--- config.mk ---
export PLATFORM = sky130hd
export DESIGN_NAME = acpi_madt_entry_parser_core
export DESIGN_NICKNAME = d
export VERILOG_FILES = /design/src/hdl/ampe_pkg.sv /design/src/hdl/ampe_ctrl.sv /design/src/hdl/ampe_dp.sv /design/src/hdl/acpi_madt_entry_parser_core.sv
export VERILOG_INCLUDE_DIRS = /design/src /design/src/hdl
export SDC_FILE = /design/constraint.sdc
export NUM_CORES = 1
export LEC_CHECK = 0
export BUFFER_PORTS_ARGS = -buffer_cell sky130_fd_sc_hd__buf_2
export CAP_MARGIN = 10
export CORE_ASPECT_RATIO = 1.1
export CORE_MARGIN = 2
export CORE_UTILIZATION = 62
export CTS_CLUSTER_DIAMETER = 50
export DETAILED_ROUTE_END_ITERATION = 10
export PLACE_DENSITY = 0.81
export SKIP_LAST_GASP = 1
export SLEW_MARGIN = 20
export SYNTH_ARGS = -nofsm -noshare
export SYNTH_HDL_FRONTEND = slang
export SYNTH_SLANG_ARGS = --single-unit
--- constraint.sdc ---
create_clock -name aclk -period 7.1 [get_ports aclk]
set_input_delay 0.71 -clock aclk [delete_from_list [all_inputs] [get_ports aclk]]
set_output_delay 0.71 -clock aclk [all_outputs]
set_load 0.005 [all_outputs]
--- src/hdl/acpi_madt_entry_parser_core_assert.svh ---
// Assertion macros used by the MADT entry parser core.
`ifndef ACPI_MADT_ENTRY_PARSER_CORE_ASSERT_SVH
`define ACPI_MADT_ENTRY_PARSER_CORE_ASSERT_SVH

// Same-cycle implication, sampled on aclk and disabled while in reset.
`define AMPE_ASSERT_SAME(lbl, pre, post, msg) \
    lbl: assert property (@(posedge aclk) disable iff (!aresetn) (pre) |-> (post)) \
        else $error(msg);

// Next-cycle implication, sampled on aclk and disabled while in reset.
`define AMPE_ASSERT_NEXT(lbl, pre, post, msg) \
    lbl: assert property (@(posedge aclk) disable iff (!aresetn) (pre) |=> (post)) \
        else $error(msg);

`endif

--- src/hdl/ampe_pkg.sv ---
// Shared types and constants of the MADT entry parser.
package ampe_pkg;

    localparam int unsigned HEADER_BYTES = 44;
    localparam int unsigned BUF_DEPTH    = 16;

    localparam logic [1:0] KIND_CPU      = 2'd0;
    localparam logic [1:0] KIND_IOAPIC   = 2'd1;
    localparam logic [1:0] KIND_OVERRIDE = 2'd2;
    localparam logic [1:0] KIND_SUMMARY  = 2'd3;

    localparam logic [7:0] ENT_LAPIC    = 8'd0;
    localparam logic [7:0] ENT_IOAPIC   = 8'd1;
    localparam logic [7:0] ENT_OVERRIDE = 8'd2;
    localparam logic [7:0] ENT_BASE     = 8'd5;
    localparam logic [7:0] ENT_X2APIC   = 8'd9;

    typedef struct packed {
        logic accept;
        logic decode;
        logic summary;
    } ampe_cmd_t;

    typedef struct packed {
        logic out_free;
        logic fin_pend;
    } ampe_sts_t;

endpackage

--- src/hdl/ampe_ctrl.sv ---
// Controller state machine of the MADT entry parser.
module ampe_ctrl (
    input  logic             aclk,
    input  logic             aresetn,
    input  logic             s_valid,
    output logic             s_ready,
    input  ampe_pkg::ampe_sts_t sts,
    output ampe_pkg::ampe_cmd_t cmd
);
    import ampe_pkg::*;

    localparam logic [1:0] ST_IDLE    = 2'd0;
    localparam logic [1:0] ST_DECODE  = 2'd1;
    localparam logic [1:0] ST_SUMMARY = 2'd2;

    logic [1:0] state_reg, state_next;

    always_comb begin
        state_next  = state_reg;
        cmd.accept  = 1'b0;
        cmd.decode  = 1'b0;
        cmd.summary = 1'b0;
        unique case (state_reg)
            ST_IDLE: begin
                if (s_valid) begin
                    cmd.accept = 1'b1;
                    state_next = ST_DECODE;
                end
            end
            ST_DECODE: begin
                if (sts.out_free) begin
                    cmd.decode = 1'b1;
                    state_next = sts.fin_pend ? ST_SUMMARY : ST_IDLE;
                end
            end
            ST_SUMMARY: begin
                if (sts.out_free) begin
                    cmd.summary = 1'b1;
                    state_next  = ST_IDLE;
                end
            end
            default: state_next = ST_IDLE;
        endcase
    end

    assign s_ready = (state_reg == ST_IDLE);

    always_ff @(posedge aclk) begin
        if (!aresetn) begin
            state_reg <= ST_IDLE;
        end else begin
            state_reg <= state_next;
        end
    end

endmodule

--- src/hdl/ampe_dp.sv ---
// Datapath of the MADT entry parser: header capture, record buffer, decode, output register.
module ampe_dp #(
    parameter int MAX_CPUS      = 16,
    parameter int MAX_IOAPICS   = 8,
    parameter int MAX_OVERRIDES = 16
) (
    input  logic                aclk,
    input  logic                aresetn,
    input  ampe_pkg::ampe_cmd_t cmd,
    output ampe_pkg::ampe_sts_t sts,
    input  logic [7:0]          s_table_byte,
    input  logic                s_final_byte,
    output logic                m_valid,
    input  logic                m_ready,
    output logic [1:0]          m_record_kind,
    output logic [7:0]          m_id_a,
    output logic [7:0]          m_id_b,
    output logic [63:0]         m_word_a,
    output logic [31:0]         m_word_b,
    output logic                m_flag_a,
    output logic                m_flag_b,
    output logic [4:0]          m_cpu_total,
    output logic [4:0]          m_enabled_total,
    output logic [3:0]          m_ioapic_total,
    output logic [4:0]          m_override_total,
    output logic                m_run_end
);
    import ampe_pkg::*;

    localparam int CW = $clog2(MAX_CPUS + 1);
    localparam int IW = $clog2(MAX_IOAPICS + 1);
    localparam int OW = $clog2(MAX_OVERRIDES + 1);
    localparam int IX = (MAX_CPUS > 1) ? $clog2(MAX_CPUS) : 1;

    logic [7:0]  ids_reg [MAX_CPUS];
    logic [7:0]  ebuf_reg [BUF_DEPTH];

    logic [31:0] off_reg, off_next;
    logic [31:0] tlen_reg, tlen_next;
    logic [63:0] base_reg, base_next;
    logic [7:0]  pos_reg, pos_next;
    logic [7:0]  elen_reg, elen_next;
    logic        fail_reg, fail_next;
    logic        trunc_reg, trunc_next;
    logic        fin_reg, fin_next;
    logic        finish_reg, finish_next;
    logic [CW-1:0] cpu_reg, cpu_next;
    logic [CW-1:0] en_reg, en_next;
    logic [IW-1:0] io_reg, io_next;
    logic [OW-1:0] ov_reg, ov_next;

    logic        mv_reg, mv_next;
    logic [1:0]  kind_reg, kind_next;
    logic [7:0]  ida_reg, ida_next;
    logic [7:0]  idb_reg, idb_next;
    logic [63:0] wa_reg, wa_next;
    logic [31:0] wb_reg, wb_next;
    logic        fa_reg, fa_next;
    logic        fb_reg, fb_next;
    logic [4:0]  ct_reg, ct_next;
    logic [4:0]  et_reg, et_next;
    logic [3:0]  it_reg, it_next;
    logic [4:0]  ot_reg, ot_next;
    logic        re_reg, re_next;

    logic        in_entry;
    logic        buf_wr;
    logic [32:0] span;
    logic [31:0] w4, w8, w12;
    logic [31:0] aid;
    logic [7:0]  pid;
    logic        cpu_en, cpu_oc, cpu_rec, dup, add_go, load;
    logic [31:0] tmp_cpu, tmp_en, tmp_io, tmp_ov;
    logic [4:0]  shamt;

    assign w4  = {ebuf_reg[7], ebuf_reg[6], ebuf_reg[5], ebuf_reg[4]};
    assign w8  = {ebuf_reg[11], ebuf_reg[10], ebuf_reg[9], ebuf_reg[8]};
    assign w12 = {ebuf_reg[15], ebuf_reg[14], ebuf_reg[13], ebuf_reg[12]};

    // Both processor record layouts are folded into one candidate here.
    always_comb begin
        cpu_rec = 1'b0;
        aid     = {24'd0, ebuf_reg[3]};
        pid     = ebuf_reg[2];
        cpu_en  = ebuf_reg[4][0];
        cpu_oc  = ebuf_reg[4][1];
        if (ebuf_reg[0] == ENT_LAPIC && elen_reg >= 8'd8) begin
            cpu_rec = 1'b1;
        end else if (ebuf_reg[0] == ENT_X2APIC && elen_reg >= 8'd16) begin
            cpu_rec = 1'b1;
            aid     = w4;
            pid     = w12[7:0];
            cpu_en  = w8[0];
            cpu_oc  = w8[1];
        end
    end

    always_comb begin
        dup = 1'b0;
        for (int i = 0; i < MAX_CPUS; i++) begin
            if (32'(i) < 32'(cpu_reg) && ids_reg[i] == aid[7:0]) begin
                dup = 1'b1;
            end
        end
    end

    assign in_entry = (off_reg >= 32'(HEADER_BYTES)) && (off_reg < tlen_reg) && !fail_reg;
    assign buf_wr   = cmd.accept && in_entry && (pos_reg < 8'(BUF_DEPTH));
    assign span     = {1'b0, off_reg} - 33'd1 + {25'd0, s_table_byte};
    assign shamt    = {off_reg[1:0], 3'b000};
    assign add_go   = cmd.decode && finish_reg && cpu_rec && (cpu_en || cpu_oc) && !dup
                      && (32'(cpu_reg) < 32'(MAX_CPUS)) && (aid <= 32'd255);

    always_comb begin
        off_next    = off_reg;
        tlen_next   = tlen_reg;
        base_next   = base_reg;
        pos_next    = pos_reg;
        elen_next   = elen_reg;
        fail_next   = fail_reg;
        trunc_next  = trunc_reg;
        fin_next    = fin_reg;
        finish_next = finish_reg;
        cpu_next    = cpu_reg;
        en_next     = en_reg;
        io_next     = io_reg;
        ov_next     = ov_reg;
        load        = 1'b0;
        kind_next   = kind_reg;
        ida_next    = ida_reg;
        idb_next    = idb_reg;
        wa_next     = wa_reg;
        wb_next     = wb_reg;
        fa_next     = fa_reg;
        fb_next     = fb_reg;
        re_next     = re_reg;

        if (cmd.accept) begin
            fin_next = s_final_byte;
            if (off_reg >= 32'd4 && off_reg <= 32'd7) begin
                tlen_next = tlen_reg | (32'(s_table_byte) << shamt);
                if (off_reg == 32'd7 && tlen_next < 32'(HEADER_BYTES)) begin
                    fail_next = 1'b1;
                end
            end else if (off_reg >= 32'd36 && off_reg <= 32'd39) begin
                if (tlen_reg >= 32'(HEADER_BYTES)) begin
                    base_next = base_reg | (64'(s_table_byte) << shamt);
                end
            end else if (in_entry) begin
                priority if (pos_reg == 8'd0) begin
                    pos_next = 8'd1;
                end else if (pos_reg == 8'd1) begin
                    if (s_table_byte < 8'd2 || span > {1'b0, tlen_reg}) begin
                        fail_next = 1'b1;
                        pos_next  = 8'd0;
                    end else begin
                        elen_next = s_table_byte;
                        pos_next  = 8'd2;
                        if (s_table_byte == 8'd2) begin
                            finish_next = 1'b1;
                            pos_next    = 8'd0;
                        end
                    end
                end else begin
                    pos_next = pos_reg + 8'd1;
                    if (pos_next >= elen_reg) begin
                        finish_next = 1'b1;
                        pos_next    = 8'd0;
                    end
                end
            end
            if (off_reg != 32'hFFFF_FFFF) begin
                off_next = off_reg + 32'd1;
            end
        end

        if (cmd.decode) begin
            finish_next = 1'b0;
            re_next     = !fin_reg;
            if (finish_reg) begin
                if (cpu_rec && (cpu_en || cpu_oc) && !dup) begin
                    if (add_go) begin
                        cpu_next  = cpu_reg + 1'b1;
                        en_next   = en_reg + CW'(cpu_en);
                        load      = 1'b1;
                        kind_next = KIND_CPU;
                        ida_next  = pid;
                        idb_next  = aid[7:0];
                        wa_next   = 64'd0;
                        wb_next   = 32'd0;
                        fa_next   = cpu_en;
                        fb_next   = cpu_oc;
                    end else begin
                        trunc_next = 1'b1;
                    end
                end
                if (ebuf_reg[0] == ENT_IOAPIC && elen_reg >= 8'd12
                    && 32'(io_reg) < 32'(MAX_IOAPICS)) begin
                    io_next   = io_reg + 1'b1;
                    load      = 1'b1;
                    kind_next = KIND_IOAPIC;
                    ida_next  = ebuf_reg[2];
                    idb_next  = 8'd0;
                    wa_next   = {32'd0, w4};
                    wb_next   = w8;
                    fa_next   = 1'b0;
                    fb_next   = 1'b0;
                end
                if (ebuf_reg[0] == ENT_OVERRIDE && elen_reg >= 8'd10
                    && 32'(ov_reg) < 32'(MAX_OVERRIDES)) begin
                    ov_next   = ov_reg + 1'b1;
                    load      = 1'b1;
                    kind_next = KIND_OVERRIDE;
                    ida_next  = ebuf_reg[2];
                    idb_next  = ebuf_reg[3];
                    wa_next   = {32'd0, w4};
                    wb_next   = {16'd0, ebuf_reg[9], ebuf_reg[8]};
                    fa_next   = 1'b0;
                    fb_next   = 1'b0;
                end
                if (ebuf_reg[0] == ENT_BASE && elen_reg >= 8'd12) begin
                    base_next = {w8, w4};
                end
            end
        end

        if (cmd.summary) begin
            load      = 1'b1;
            kind_next = KIND_SUMMARY;
            ida_next  = 8'd0;
            idb_next  = 8'd0;
            wa_next   = base_reg;
            wb_next   = 32'd0;
            fa_next   = !fail_reg && (tlen_reg >= 32'(HEADER_BYTES))
                        && (off_reg >= tlen_reg) && (pos_reg == 8'd0);
            fb_next   = trunc_reg;
            re_next   = 1'b1;
        end

        tmp_cpu = 32'(cpu_next);
        tmp_en  = 32'(en_next);
        tmp_io  = 32'(io_next);
        tmp_ov  = 32'(ov_next);
        ct_next = load ? tmp_cpu[4:0] : ct_reg;
        et_next = load ? tmp_en[4:0]  : et_reg;
        it_next = load ? tmp_io[3:0]  : it_reg;
        ot_next = load ? tmp_ov[4:0]  : ot_reg;

        // The summary transaction returns the parse state and counters to their reset values.
        if (cmd.summary) begin
            off_next    = 32'd0;
            tlen_next   = 32'd0;
            base_next   = 64'd0;
            pos_next    = 8'd0;
            elen_next   = 8'd0;
            fail_next   = 1'b0;
            trunc_next  = 1'b0;
            fin_next    = 1'b0;
            finish_next = 1'b0;
            cpu_next    = '0;
            en_next     = '0;
            io_next     = '0;
            ov_next     = '0;
        end

        if (load) begin
            mv_next = 1'b1;
        end else if (m_ready) begin
            mv_next = 1'b0;
        end else begin
            mv_next = mv_reg;
        end
    end

    always_ff @(posedge aclk) begin
        if (!aresetn) begin
            off_reg    <= 32'd0;
            tlen_reg   <= 32'd0;
            base_reg   <= 64'd0;
            pos_reg    <= 8'd0;
            elen_reg   <= 8'd0;
            fail_reg   <= 1'b0;
            trunc_reg  <= 1'b0;
            fin_reg    <= 1'b0;
            finish_reg <= 1'b0;
            cpu_reg    <= '0;
            en_reg     <= '0;
            io_reg     <= '0;
            ov_reg     <= '0;
            mv_reg     <= 1'b0;
        end else begin
            off_reg    <= off_next;
            tlen_reg   <= tlen_next;
            base_reg   <= base_next;
            pos_reg    <= pos_next;
            elen_reg   <= elen_next;
            fail_reg   <= fail_next;
            trunc_reg  <= trunc_next;
            fin_reg    <= fin_next;
            finish_reg <= finish_next;
            cpu_reg    <= cpu_next;
            en_reg     <= en_next;
            io_reg     <= io_next;
            ov_reg     <= ov_next;
            mv_reg     <= mv_next;
        end
    end

    always_ff @(posedge aclk) begin
        kind_reg <= kind_next;
        ida_reg  <= ida_next;
        idb_reg  <= idb_next;
        wa_reg   <= wa_next;
        wb_reg   <= wb_next;
        fa_reg   <= fa_next;
        fb_reg   <= fb_next;
        ct_reg   <= ct_next;
        et_reg   <= et_next;
        it_reg   <= it_next;
        ot_reg   <= ot_next;
        re_reg   <= re_next;
        if (buf_wr) begin
            ebuf_reg[pos_reg[3:0]] <= s_table_byte;
        end
        if (add_go) begin
            ids_reg[cpu_reg[IX-1:0]] <= aid[7:0];
        end
    end

    assign sts.out_free = !mv_reg || m_ready;
    assign sts.fin_pend = fin_reg;

    assign m_valid          = mv_reg;
    assign m_record_kind    = kind_reg;
    assign m_id_a           = ida_reg;
    assign m_id_b           = idb_reg;
    assign m_word_a         = wa_reg;
    assign m_word_b         = wb_reg;
    assign m_flag_a         = fa_reg;
    assign m_flag_b         = fb_reg;
    assign m_cpu_total      = ct_reg;
    assign m_enabled_total  = et_reg;
    assign m_ioapic_total   = it_reg;
    assign m_override_total = ot_reg;
    assign m_run_end        = re_reg;

endmodule

--- src/hdl/acpi_madt_entry_parser_core.sv ---
// Streaming MADT entry parser: one table byte in, processor, I/O APIC,
// override and summary records out.
//
// The s_ channel carries one table byte per transaction, offset 0 first,
// with s_final_byte set on the last byte of the table. The m_ channel carries
// result records; m_run_end marks the last record caused by one input byte.
// Each byte is captured, then its record is decoded into the output register,
// and a final byte adds a summary step; the parser takes no new byte until it
// has finished with the last one. A record appears on m_ once decode, or the
// summary step, loads the output register.
// The controller captures a byte and decodes it in separate cycles.
// A stalled receiver holds the output register; the parser still takes the
// next byte and then waits in decode until the register frees up.
// Reset (aresetn low, synchronous) clears all counters and the header state;
// the summary transaction also returns the parser to this state.
module acpi_madt_entry_parser_core #(
    parameter int MAX_CPUS      = 16,
    parameter int MAX_IOAPICS   = 8,
    parameter int MAX_OVERRIDES = 16
) (
    input  logic        aclk,
    input  logic        aresetn,
    input  logic        s_valid,
    output logic        s_ready,
    input  logic [7:0]  s_table_byte,
    input  logic        s_final_byte,
    output logic        m_valid,
    input  logic        m_ready,
    output logic [1:0]  m_record_kind,
    output logic [7:0]  m_id_a,
    output logic [7:0]  m_id_b,
    output logic [63:0] m_word_a,
    output logic [31:0] m_word_b,
    output logic        m_flag_a,
    output logic        m_flag_b,
    output logic [4:0]  m_cpu_total,
    output logic [4:0]  m_enabled_total,
    output logic [3:0]  m_ioapic_total,
    output logic [4:0]  m_override_total,
    output logic        m_run_end
);
    import ampe_pkg::*;

    `include "acpi_madt_entry_parser_core_assert.svh"

    ampe_cmd_t cmd;
    ampe_sts_t sts;

    ampe_ctrl u_ctrl (
        .aclk    (aclk),
        .aresetn (aresetn),
        .s_valid (s_valid),
        .s_ready (s_ready),
        .sts     (sts),
        .cmd     (cmd)
    );

    ampe_dp #(
        .MAX_CPUS      (MAX_CPUS),
        .MAX_IOAPICS   (MAX_IOAPICS),
        .MAX_OVERRIDES (MAX_OVERRIDES)
    ) u_dp (
        .aclk             (aclk),
        .aresetn          (aresetn),
        .cmd              (cmd),
        .sts              (sts),
        .s_table_byte     (s_table_byte),
        .s_final_byte     (s_final_byte),
        .m_valid          (m_valid),
        .m_ready          (m_ready),
        .m_record_kind    (m_record_kind),
        .m_id_a           (m_id_a),
        .m_id_b           (m_id_b),
        .m_word_a         (m_word_a),
        .m_word_b         (m_word_b),
        .m_flag_a         (m_flag_a),
        .m_flag_b         (m_flag_b),
        .m_cpu_total      (m_cpu_total),
        .m_enabled_total  (m_enabled_total),
        .m_ioapic_total   (m_ioapic_total),
        .m_override_total (m_override_total),
        .m_run_end        (m_run_end)
    );

    // A byte is always decoded before the next one can be taken.
    `AMPE_ASSERT_NEXT(a_one_byte_at_a_time, s_valid && s_ready, !s_ready,
        "second byte accepted before decode")
    // The summary is always the last record of its byte.
    `AMPE_ASSERT_SAME(a_summary_ends_run, m_valid && m_record_kind == KIND_SUMMARY,
        m_run_end, "summary record without run end")
    // After a final byte is taken, a summary being handed over must not overlap a new byte.
    `AMPE_ASSERT_NEXT(a_summary_clears, s_valid && s_ready && s_final_byte,
        !m_valid || m_record_kind != KIND_SUMMARY || !m_ready || !s_ready,
        "summary overlapped a new byte")

endmodule

==> results of run 1 <==
-- path summary, 6_finish.rpt --
kind / from / end / slack [ns]
setup / recovery: u_dp.off_reg[0]$_SDFFE_PP0P_ / u_dp.elen_reg[7]$_SDFFE_PP0P_ / 0.80
setup reg to reg: u_dp.off_reg[0]$_SDFFE_PP0P_ / u_dp.elen_reg[7]$_SDFFE_PP0P_ / 0.80
hold reg to reg: u_dp.base_reg[38]$_SDFFE_PP0P_ / u_dp.base_reg[38]$_SDFFE_PP0P_ / 0.45
hold / removal: s_final_byte / u_dp.fin_reg$_SDFFE_PP0P_ / 0.32
-- stage by stage --
stage,utilization,std cells,setup WS [ns]
4_1_cts,0.699,3344,0.940
3_5_place_dp,0.656,3242,0.800
5_1_grt,0.699,3345,0.494
2_1_floorplan,-,2609,1.10
3_3_place_gp,0.656,3242,0.967
6_report,0.699,3346,0.804
-- power groups by stage --
stage               Clock, mW  Combinational, mW  Sequential, mW
floorplan                   0              0.171            3.30
global placement            0              0.254            3.31
detailed placement          0              0.264            3.31
CTS                      2.93              0.264            3.24
global route             3.04              0.292            3.24
finish                   2.92              0.271            3.24
-- cell usage in the layout (no fill, tap or decap), drive strengths merged, types with 9 or more instances in the layout --
cell type  netlist  routed
xnor2          150     150
nand3           70      70
buf             23     197
o21bai          11      11
nor2b           24      24
dfxtp          221     221
a221oi          12      12
a211oi          14      14
a22o            39      39
or4              9       9
mux2i           17      17
a21oi          208     208
a31oi           30      30
and3            21      21
nand4           52      52
clkbuf         114      76
inv            152     158
nor2           122     122
o31ai           22      22
nor3            38      38
o22ai           13      13
a21o            21      21
nand2b          16      16
clkinv           0      13
o221ai          14      14
o21a             9       9
and2            69      69
nand2          229     229
nor4            48      48
xor2           102     102
and4            21      21
nor3b           10      10
edfxtp         309     309
a2111oi         12      12
ha             169     169
o21ai          125     125
-- metal layers --
layer	part of all wire	up-vias
met5	0.00064	-
met4	0.063	4
met3	0.090	327
met2	0.48	1319
met1	0.37	10400
li1	-	9661
-- final cells by class --
cell class | count | area share
timing repair buffer | 197 | 0.0368
inverter | 152 | 0.0189
tap | 574 | 0.0238
sequential | 530 | 0.454
multi-input combinational | 1790 | 0.405
clock inverter | 26 | 0.0100
antenna | 1 | 0.0000830
clock buffer | 76 | 0.0508
-- worst max-delay path: cells and delay by family (launching register included) --
kind            cells  cell delay, ns
fa+ha+maj           4            1.02
compound gates     13            3.94
flops               1            0.62
buf+inv             2            0.37
xor+xnor            1            0.16
-- cell families (layout without fill, tap and decap cells) --
logic type,Yosys count,count (layout),share of synthesized area
other cells,0,1,0
mux,21,21,0.00811
compound gates,596,596,0.141
simple gates,751,751,0.142
buf+inv,289,451,0.0412
fa+ha+maj,170,170,0.0790
flops,530,530,0.507
xor+xnor,252,252,0.0817
==> qor.json, run 1 <==
{
  "global_route": {
    "grt_use_met3": 0.0589,
    "grt_first_pass_wirelength_mm": 118,
    "grt_use_met2": 0.564,
    "antenna_found_initial": 2,
    "grt_max_degree": 65,
    "grt_pass1_vias": 21100,
    "track_usage": 0.339,
    "global_route.overflow_total": 0,
    "use_met1": 0.414,
    "grt.busiest_layer": "met2"
  },
  "routing": {
    "dr_total_vias": 21700,
    "avgRoutedWirePerCell_um": 23.4,
    "vias_per_cell": 6.48,
    "detail-route-antenna-nets": 0,
    "drc": 0,
    "drt-initial-drc-count": 2307,
    "wl_mm": 78.2,
    "detailedRoute.firstPassIterationCount": 6
  },
  "timing": {
    "final-max-slew-violation-count": 0,
    "finalHoldWorstSlack_ns": 0.320,
    "max_slew_margin": 0.230,
    "setup_total_negative_slack_ns": 0,
    "finalCriticalPeriod_ns": 6.30,
    "worstMarginPinSlew_ns": 1.15,
    "worst_clock_skew_ns": 0.0520,
    "report.final.hold_viol_count": 0,
    "max_freq_mhz": 159,
    "rsz0062_at_grt": "false",
    "setup_viol_count_final": 0,
    "finalCritPeriodShare": 0.887
  },
  "die": {
    "core_region_area_um2": 43100,
    "design.die.area_um2": 45200,
    "die_width_um": 203,
    "fp.dieH_um": 223,
    "placement_rows": 80,
    "io_pins": 151,
    "start_util": 0.626
  },
  "power": {
    "total_switching_power_mw": 1.44,
    "power.share.switching": 0.223,
    "combPwrFrac": 0.042,
    "totalPowerFinal_mw": 6.43,
    "seq_power_share": 0.504,
    "power_density_nw_per_um2": 213,
    "power.clock.fraction": 0.454,
    "p_leak_nw": 11.1,
    "vdd.ir_drop.worst_mv": 0.222,
    "cell_internal_pwr_mw": 5.00
  },
  "critical_path": {
    "critPathMostFrequentCell": "ha_1",
    "worst_ep_arrival_time_ns": 6.75,
    "setup.worst_path.end_class": "flop",
    "reg2reg_depth": 20,
    "crit_chain": "inv_2 > ha_1 > inv_1 > ha_1 > fa_1 > a21o_1 > a21oi_1 > o211ai_1 > a221oi_1 > o211ai_1 > a31o_2 > a311oi_1 > o31ai_1 > xnor2_1 > ha_1 > a2111o_1 > a2111o_1 > o31a_1 > o31ai_1 > a21oi_1",
    "cpPeakStageDelay_ns": 0.62,
    "crit_type": "flop to flop",
    "timing.critical_path.slowest_stage_cell": "dfxtp_1",
    "critical_path.max_fanout": 23,
    "worst_path_required_time_ns": 7.55,
    "setup.worst_path.start_class": "flop"
  },
  "cells_and_area": {
    "layout.filler_cells": 3083,
    "layout.cell_area.non_filler_um2": 30200,
    "final_net_count": 2908,
    "multi_input_comb_area_um2": 12200,
    "post_route_cells_drive_above_1_share": 0.114,
    "regArea_um2": 13700,
    "largest_register_ffs": 128,
    "areaGrowthSynthToFinish_pct": 11.7
  },
  "logic_synthesis": {
    "async_flop_share": 0,
    "yosys.cell_types.count": 79,
    "synth_area_um2": 27000,
    "synth_top_cell_area_share": 0.344,
    "synth_edf_count": 309,
    "synth.avg_cell_area_um2": 10.4,
    "ys_ff_latch": 530,
    "synth_largest_area_cell": "edfxtp_1",
    "netlist_top_cells_count": "309 x edfxtp_1, 229 x nand2_1, 221 x dfxtp_1, 208 x a21oi_1, 169 x ha_1",
    "synth_nets": 2792,
    "seq_area_frac_synth": 0.507,
    "synth.most_common_cell": "edfxtp_1",
    "post_synth_main_area_contributors": "edfxtp_1 34%, dfxtp_1 16%, ha_1 7.8%, xnor2_1 4.9%, a21oi_1 3.9%",
    "ys_warn_count": 0,
    "postSynthCellCount": 2609,
    "ys.flop_type": "edfxtp_1"
  },
  "clock_network": {
    "clock-root-buffer": "clkbuf_16",
    "cts_resized": 0,
    "worst_skew_pair_latency_ns": 0.64,
    "clkTransAtPathRegs_ns": 0.06,
    "cts_setup_buffers": 0,
    "cts_tree": "yes",
    "ctsHoldBuffers": 0,
    "max-clock-path-buffers": 3,
    "clkSinkCount": 530,
    "cts_buffers": 54,
    "h-tree-depth": 2
  },
  "placed_design": {
    "hpwl_mm": 52.8,
    "place_congestion": 0.942,
    "port_buffers": 150,
    "post_place_instance_area_um2": 28300
  },
  "job": {
    "max-cap-violations": 0
  },
  "outcome": {
    "outcome": "complete, no violations"
  },
  "worst_hold_path": {
    "holdPathStages": 3,
    "worstHoldPathType": "primary input to flop"
  }
}
(Power assumes the default switching activity.)
==> inputs of run 2 (changes only) <==
--- a/config.mk
+++ b/config.mk
@@ -10,10 +10,9 @@
 export CAP_MARGIN = 10
 export CORE_ASPECT_RATIO = 1.1
 export CORE_MARGIN = 2
-export CORE_UTILIZATION = 62
+export CORE_UTILIZATION = 31
 export CTS_CLUSTER_DIAMETER = 50
 export DETAILED_ROUTE_END_ITERATION = 10
-export PLACE_DENSITY = 0.81
 export SKIP_LAST_GASP = 1
 export SLEW_MARGIN = 20
 export SYNTH_ARGS = -nofsm -noshare
==> qor.json, run 2 (synthesized netlist as in run 1, its figures left out) <==
{
  "die": {
    "die_width_um": 285,
    "core_region_area_um2": 86400,
    "io_pins": 151,
    "design.die.area_um2": 89500,
    "start_util": 0.313,
    "fp.dieH_um": 314,
    "placement_rows": 113
  },
  "critical_path": {
    "crit_type": "flop to flop",
    "setup.worst_path.end_class": "flop",
    "worst_path_required_time_ns": 7.56,
    "timing.critical_path.slowest_stage_cell": "dfxtp_1",
    "crit_chain": "inv_1 > ha_1 > inv_1 > ha_1 > fa_1 > a21o_1 > a21oi_1 > o211ai_1 > a221oi_1 > o211ai_1 > a31o_2 > a311oi_1 > o31ai_1 > xnor2_1 > ha_1 > a2111o_1 > a2111o_1 > o31a_1 > o31ai_1 > a21oi_1",
    "critPathMostFrequentCell": "ha_1",
    "setup.worst_path.start_class": "flop",
    "worst_ep_arrival_time_ns": 6.56,
    "cpPeakStageDelay_ns": 0.51,
    "critical_path.max_fanout": 10
  },
  "cells_and_area": {
    "layout.cell_area.non_filler_um2": 30900,
    "post_route_cells_drive_above_1_share": 0.119,
    "largest_register_ffs": 128,
    "regArea_um2": 13700,
    "mostFrequentLayoutCell": "edfxtp_1",
    "areaGrowthSynthToFinish_pct": 14.5,
    "final_net_count": 2915,
    "layout.cells.non_filler": 3930,
    "multi_input_comb_area_um2": 12300,
    "finish.utilization": 0.358,
    "layout.filler_cells": 8585,
    "highest_count_cells_in_the_layout_ignoring_fill_and_taps": "309 x edfxtp_1, 227 x nand2_1, 221 x dfxtp_1"
  },
  "clock_network": {
    "clock-root-buffer": "clkbuf_16",
    "worst_skew_pair_latency_ns": 0.64,
    "ctsHoldBuffers": 0,
    "clkTransAtPathRegs_ns": 0.07,
    "h-tree-depth": 2,
    "cts_setup_buffers": 0,
    "cts_buffers": 56,
    "cts_resized": 0,
    "cts_tree": "yes",
    "max-clock-path-buffers": 3,
    "clkSinkCount": 530
  },
  "routing": {
    "drt-initial-drc-count": 2084,
    "detail-route-antenna-nets": 0,
    "vias_per_cell": 5.29,
    "dr_total_vias": 20800,
    "wl_mm": 85.4,
    "avgRoutedWirePerCell_um": 21.7,
    "detailedRoute.firstPassIterationCount": 6,
    "drc": 0
  },
  "power": {
    "totalPowerFinal_mw": 6.42,
    "vdd.ir_drop.worst_mv": 0.179,
    "p_leak_nw": 11.1,
    "power_density_nw_per_um2": 208
  },
  "timing": {
    "finalHoldWorstSlack_ns": 0.301,
    "final_critical_path_setup_slack_ns": 1.00,
    "worst_clock_skew_ns": 0.0501,
    "rsz0062_at_grt": "false",
    "finalCritPeriodShare": 0.859,
    "max_freq_mhz": 164,
    "max_slew_margin": 0.339,
    "setup_total_negative_slack_ns": 0,
    "report.final.hold_viol_count": 0,
    "setup_viol_count_final": 0,
    "final-max-slew-violation-count": 0,
    "worstMarginPinSlew_ns": 0.992,
    "finalCriticalPeriod_ns": 6.10
  },
  "global_route": {
    "antenna_found_initial": 1,
    "grt_first_pass_wirelength_mm": 127,
    "grt_max_degree": 75,
    "grt_pass1_vias": 20000,
    "track_usage": 0.185,
    "global_route.overflow_total": 0
  },
  "placed_design": {
    "setup_slack_at_placement_ns": 0.919,
    "hpwl_mm": 58.2,
    "post_place_instance_area_um2": 29100,
    "dpl.cell_count": 3824,
    "port_buffers": 150,
    "place_congestion": 0.915
  },
  "outcome": {
    "outcome": "complete, no violations"
  },
  "job": {
    "max-cap-violations": 0
  },
  "worst_hold_path": {
    "worstHoldPathType": "primary input to flop"
  }
}
run 2: cell count changes in the layout (fill, tap and decap cells not counted), moves of 4 or more:
cell and delta:
clkinvlp_4 +4, clkinv_1 -5, buf_4 +4, clkinv_2 +5
run 2: worst paths after layout:
path / from / end / slack (ns) / cells past startpoint
max: u_dp.off_reg[1]$_SDFFE_PP0P_ / u_dp.elen_reg[6]$_SDFFE_PP0P_ / 1.00 / 20
min: s_final_byte / u_dp.fin_reg$_SDFFE_PP0P_ / 0.30 / 3
max reg2reg: u_dp.off_reg[1]$_SDFFE_PP0P_ / u_dp.elen_reg[6]$_SDFFE_PP0P_ / 1.00 / 20
min reg2reg: u_dp.base_reg[36]$_SDFFE_PP0P_ / u_dp.base_reg[36]$_SDFFE_PP0P_ / 0.45 / 2
run 2: critical path: cells and delay by family, from the launching register on:
| kind | cells | cell delay, ns |
|---|---|---|
| adders and majority gates | 4 | 1.17 |
| AOI/OAI and AO/OA | 13 | 3.83 |
| buffers and inverters | 2 | 0.24 |
| DFF | 1 | 0.51 |
| xor gates and xnor gates | 1 | 0.16 |
run 2: where the power goes:
group	total, mW	leakage, nW	switching, mW	internal [mW]
registers	3.24	4.42	0.00521	3.23
logic	0.286	5.81	0.192	0.0938
clock network	2.90	0.866	1.29	1.61
total	6.42	11.1	1.49	4.93
run 2: layout make-up:
cell class / instances / share of cell area
multi-input cells: 1790 / 0.396
inverters: 152 / 0.0184
diodes: 1 / 0.0000809
repair buffers: 202 / 0.0377
well taps: 1150 / 0.0465
clock inverters: 29 / 0.00829
flip-flops and latches: 530 / 0.443
clock buffers: 76 / 0.0497
run 2: per-layer routing:
metal / vias to the layer above / GRT usage / wire, um
li1: 9689 / - / -
met2: 763 / 0.293 / 38600
met3: 176 / 0.0369 / 6190
met1: 10200 / 0.249 / 37400
met4: 2 / 0.0725 / 3200
met5: - / 0 / 13
==> inputs of run 3 (changes only) <==
--- a/config.mk
+++ b/config.mk
@@ -13,6 +13,7 @@
 export CORE_UTILIZATION = 31
 export CTS_CLUSTER_DIAMETER = 50
 export DETAILED_ROUTE_END_ITERATION = 10
+export GPL_TIMING_DRIVEN = 0
 export SKIP_LAST_GASP = 1
 export SLEW_MARGIN = 20
 export SYNTH_ARGS = -nofsm -noshare
==> qor.json, run 3 (synthesized netlist as in run 1, its figures left out) <==
{
  "global_route": {
    "global_route.overflow_total": 0,
    "grt_pass1_vias": 20900,
    "grt_first_pass_wirelength_mm": 133,
    "grt_max_degree": 46,
    "track_usage": 0.196,
    "antenna_found_initial": 1
  },
  "critical_path": {
    "setup.worst_path.start_class": "flop",
    "crit_chain": "inv_1 > ha_1 > inv_1 > ha_1 > fa_1 > a21o_1 > a21oi_1 > o211ai_1 > a221oi_2 > o211ai_1 > a31o_2 > a311oi_1 > o31ai_1 > xnor2_1 > ha_1 > nand3_1 > nor3_1 > nand3_1 > o22ai_1 > a21oi_1 > o31a_1 > buf_1 > o31ai_1 > a21oi_1",
    "cpPeakStageDelay_ns": 0.63,
    "crit_type": "flop to flop",
    "critical_path.max_fanout": 10,
    "setup.worst_path.end_class": "flop",
    "worst_path_required_time_ns": 7.61,
    "worst_ep_arrival_time_ns": 7.10,
    "timing.critical_path.slowest_stage_cell": "dfxtp_1"
  },
  "power": {
    "seq_power_share": 0.476,
    "vdd.ir_drop.worst_mv": 0.204,
    "power_density_nw_per_um2": 217,
    "total_switching_power_mw": 1.63,
    "power.share.switching": 0.239,
    "totalPowerFinal_mw": 6.81,
    "combPwrFrac": 0.042,
    "p_leak_nw": 11.2,
    "cell_internal_pwr_mw": 5.18,
    "power.clock.fraction": 0.482
  },
  "routing": {
    "wl_met1_mm": 37.1,
    "detail-route-antenna-nets": 0,
    "drt-initial-drc-count": 1990,
    "avgRoutedWirePerCell_um": 22.2,
    "top_layer_used": "met4",
    "wl_mm": 89.5,
    "met2_wirelength_mm": 42.6,
    "detailedRoute.firstPassIterationCount": 6,
    "route.met3.wl_mm": 6.66,
    "drc": 0,
    "dr_total_vias": 21400,
    "vias_per_cell": 5.32
  },
  "timing": {
    "max_freq_mhz": 152,
    "worstMarginPinSlew_ns": 1.27,
    "finalHoldWorstSlack_ns": 0.343,
    "report.final.hold_viol_count": 0,
    "setup_total_negative_slack_ns": 0,
    "worst_clock_skew_ns": 0.0795,
    "finalCriticalPeriod_ns": 6.59,
    "setup_viol_count_final": 0,
    "max_slew_margin": 0.155,
    "finalCritPeriodShare": 0.928,
    "final_critical_path_setup_slack_ns": 0.509,
    "rsz0062_at_grt": "false",
    "final-max-slew-violation-count": 0
  },
  "clock_network": {
    "clkSinkCount": 530,
    "cts_tree": "yes",
    "cts_setup_buffers": 0,
    "ctsHoldBuffers": 0,
    "clock-root-buffer": "clkbuf_16",
    "clkTransAtPathRegs_ns": 0.07,
    "h-tree-depth": 2,
    "worst_skew_pair_latency_ns": 0.67,
    "max-clock-path-buffers": 3,
    "cts_buffers": 60
  },
  "job": {
    "max-cap-violations": 0
  },
  "cells_and_area": {
    "highest_count_cells_in_the_layout_ignoring_fill_and_taps": "309 x edfxtp_1, 229 x nand2_1, 221 x dfxtp_1",
    "largest_register_ffs": 128,
    "multi_input_comb_area_um2": 12200,
    "mostFrequentLayoutCell": "edfxtp_1",
    "final_net_count": 3006,
    "antenna_cells": 0,
    "post_route_cells_drive_above_1_share": 0.105,
    "regArea_um2": 13700,
    "areaGrowthSynthToFinish_pct": 16.4,
    "layout.filler_cells": 8621
  },
  "die": {
    "placement_rows": 113,
    "die_width_um": 285,
    "design.die.area_um2": 89500,
    "fp.dieH_um": 314,
    "io_pins": 151,
    "start_util": 0.313,
    "core_region_area_um2": 86400
  },
  "placed_design": {
    "setup_slack_at_placement_ns": -0.702,
    "place_congestion": 0.908,
    "hpwl_mm": 64.7,
    "port_buffers": 150
  },
  "worst_hold_path": {
    "worstHoldPathType": "primary input to flop"
  },
  "outcome": {
    "outcome": "complete, no violations"
  }
}
run 3: cell count changes in the layout (fill, tap and decap cells not counted), moves of 9 or more:
cell / previous run / this run
clkbuf_1: 14 / 117
buf_4: 50 / 1
buf_2: 150 / 159
buf_1: 0 / 13
run 3: cell type report:
cell class	instances	area share
multi-input combinational	1790	0.390
timing repair buffer	155	0.0260
clock buffer	71	0.0504
inverter	152	0.0182
buffer	134	0.0169
sequential	530	0.436
clock inverter	42	0.0169
tap	1150	0.0458
run 3: power groups by stage:
stage | logic (mW) | clock network, mW | registers, mW
final | 0.288 | 3.28 | 3.24
after global routing | 0.317 | 3.43 | 3.24
after CTS | 0.284 | 3.32 | 3.24
after detailed placement | 0.283 | 0 | 3.31
after global placement | 0.281 | 0 | 3.31
after floorplan | 0.171 | 0 | 3.30
run 3: per-layer routing:
| metal | GRT usage | vias up |
|---|---|---|
| li1 | - | 9871 |
| met1 | 0.255 | 10400 |
| met2 | 0.331 | 888 |
| met3 | 0.0306 | 194 |
| met4 | 0.0701 | 0 |
| met5 | 0 | - |
run 3: through the flow:
| stage | instances | util | cell area [um^2] |
|---|---|---|---|
| 4_1_cts | 4026 | 0.364 | 31400 |
| 3_5_place_dp | 3914 | 0.339 | 29300 |
| 6_report | 4024 | 0.364 | 31400 |
| 3_3_place_gp | 3909 | 0.338 | 29200 |
| 2_1_floorplan | 2609 | - | 27000 |
| 5_1_grt | 4024 | 0.364 | 31400 |
run 3: what timing repair did:
action | in CTS | in global routing
gates cloned | 0 | 0
gates resized for setup | 0 | 2
setup endpoints to repair | 7 | 11
run 3: worst paths after layout:
check,from,end,slack (ns),cells after the start
setup / recovery,u_dp.off_reg[1]$_SDFFE_PP0P_,u_dp.elen_reg[3]$_SDFFE_PP0P_,0.51,24
hold / removal,s_final_byte,u_dp.fin_reg$_SDFFE_PP0P_,0.34,3
setup reg to reg,u_dp.off_reg[1]$_SDFFE_PP0P_,u_dp.elen_reg[3]$_SDFFE_PP0P_,0.51,24
hold reg to reg,u_dp.base_reg[58]$_SDFFE_PP0P_,u_dp.base_reg[58]$_SDFFE_PP0P_,0.45,2
run 3: worst max-delay path, delay by kind of cell (launching register included):
kind,cells,cell delay [ns]
flops,1,0.63
compound gates,13,2.95
fa+ha+maj,4,1.41
simple gates,3,0.65
xor+xnor,1,0.17
buf+inv,3,0.62
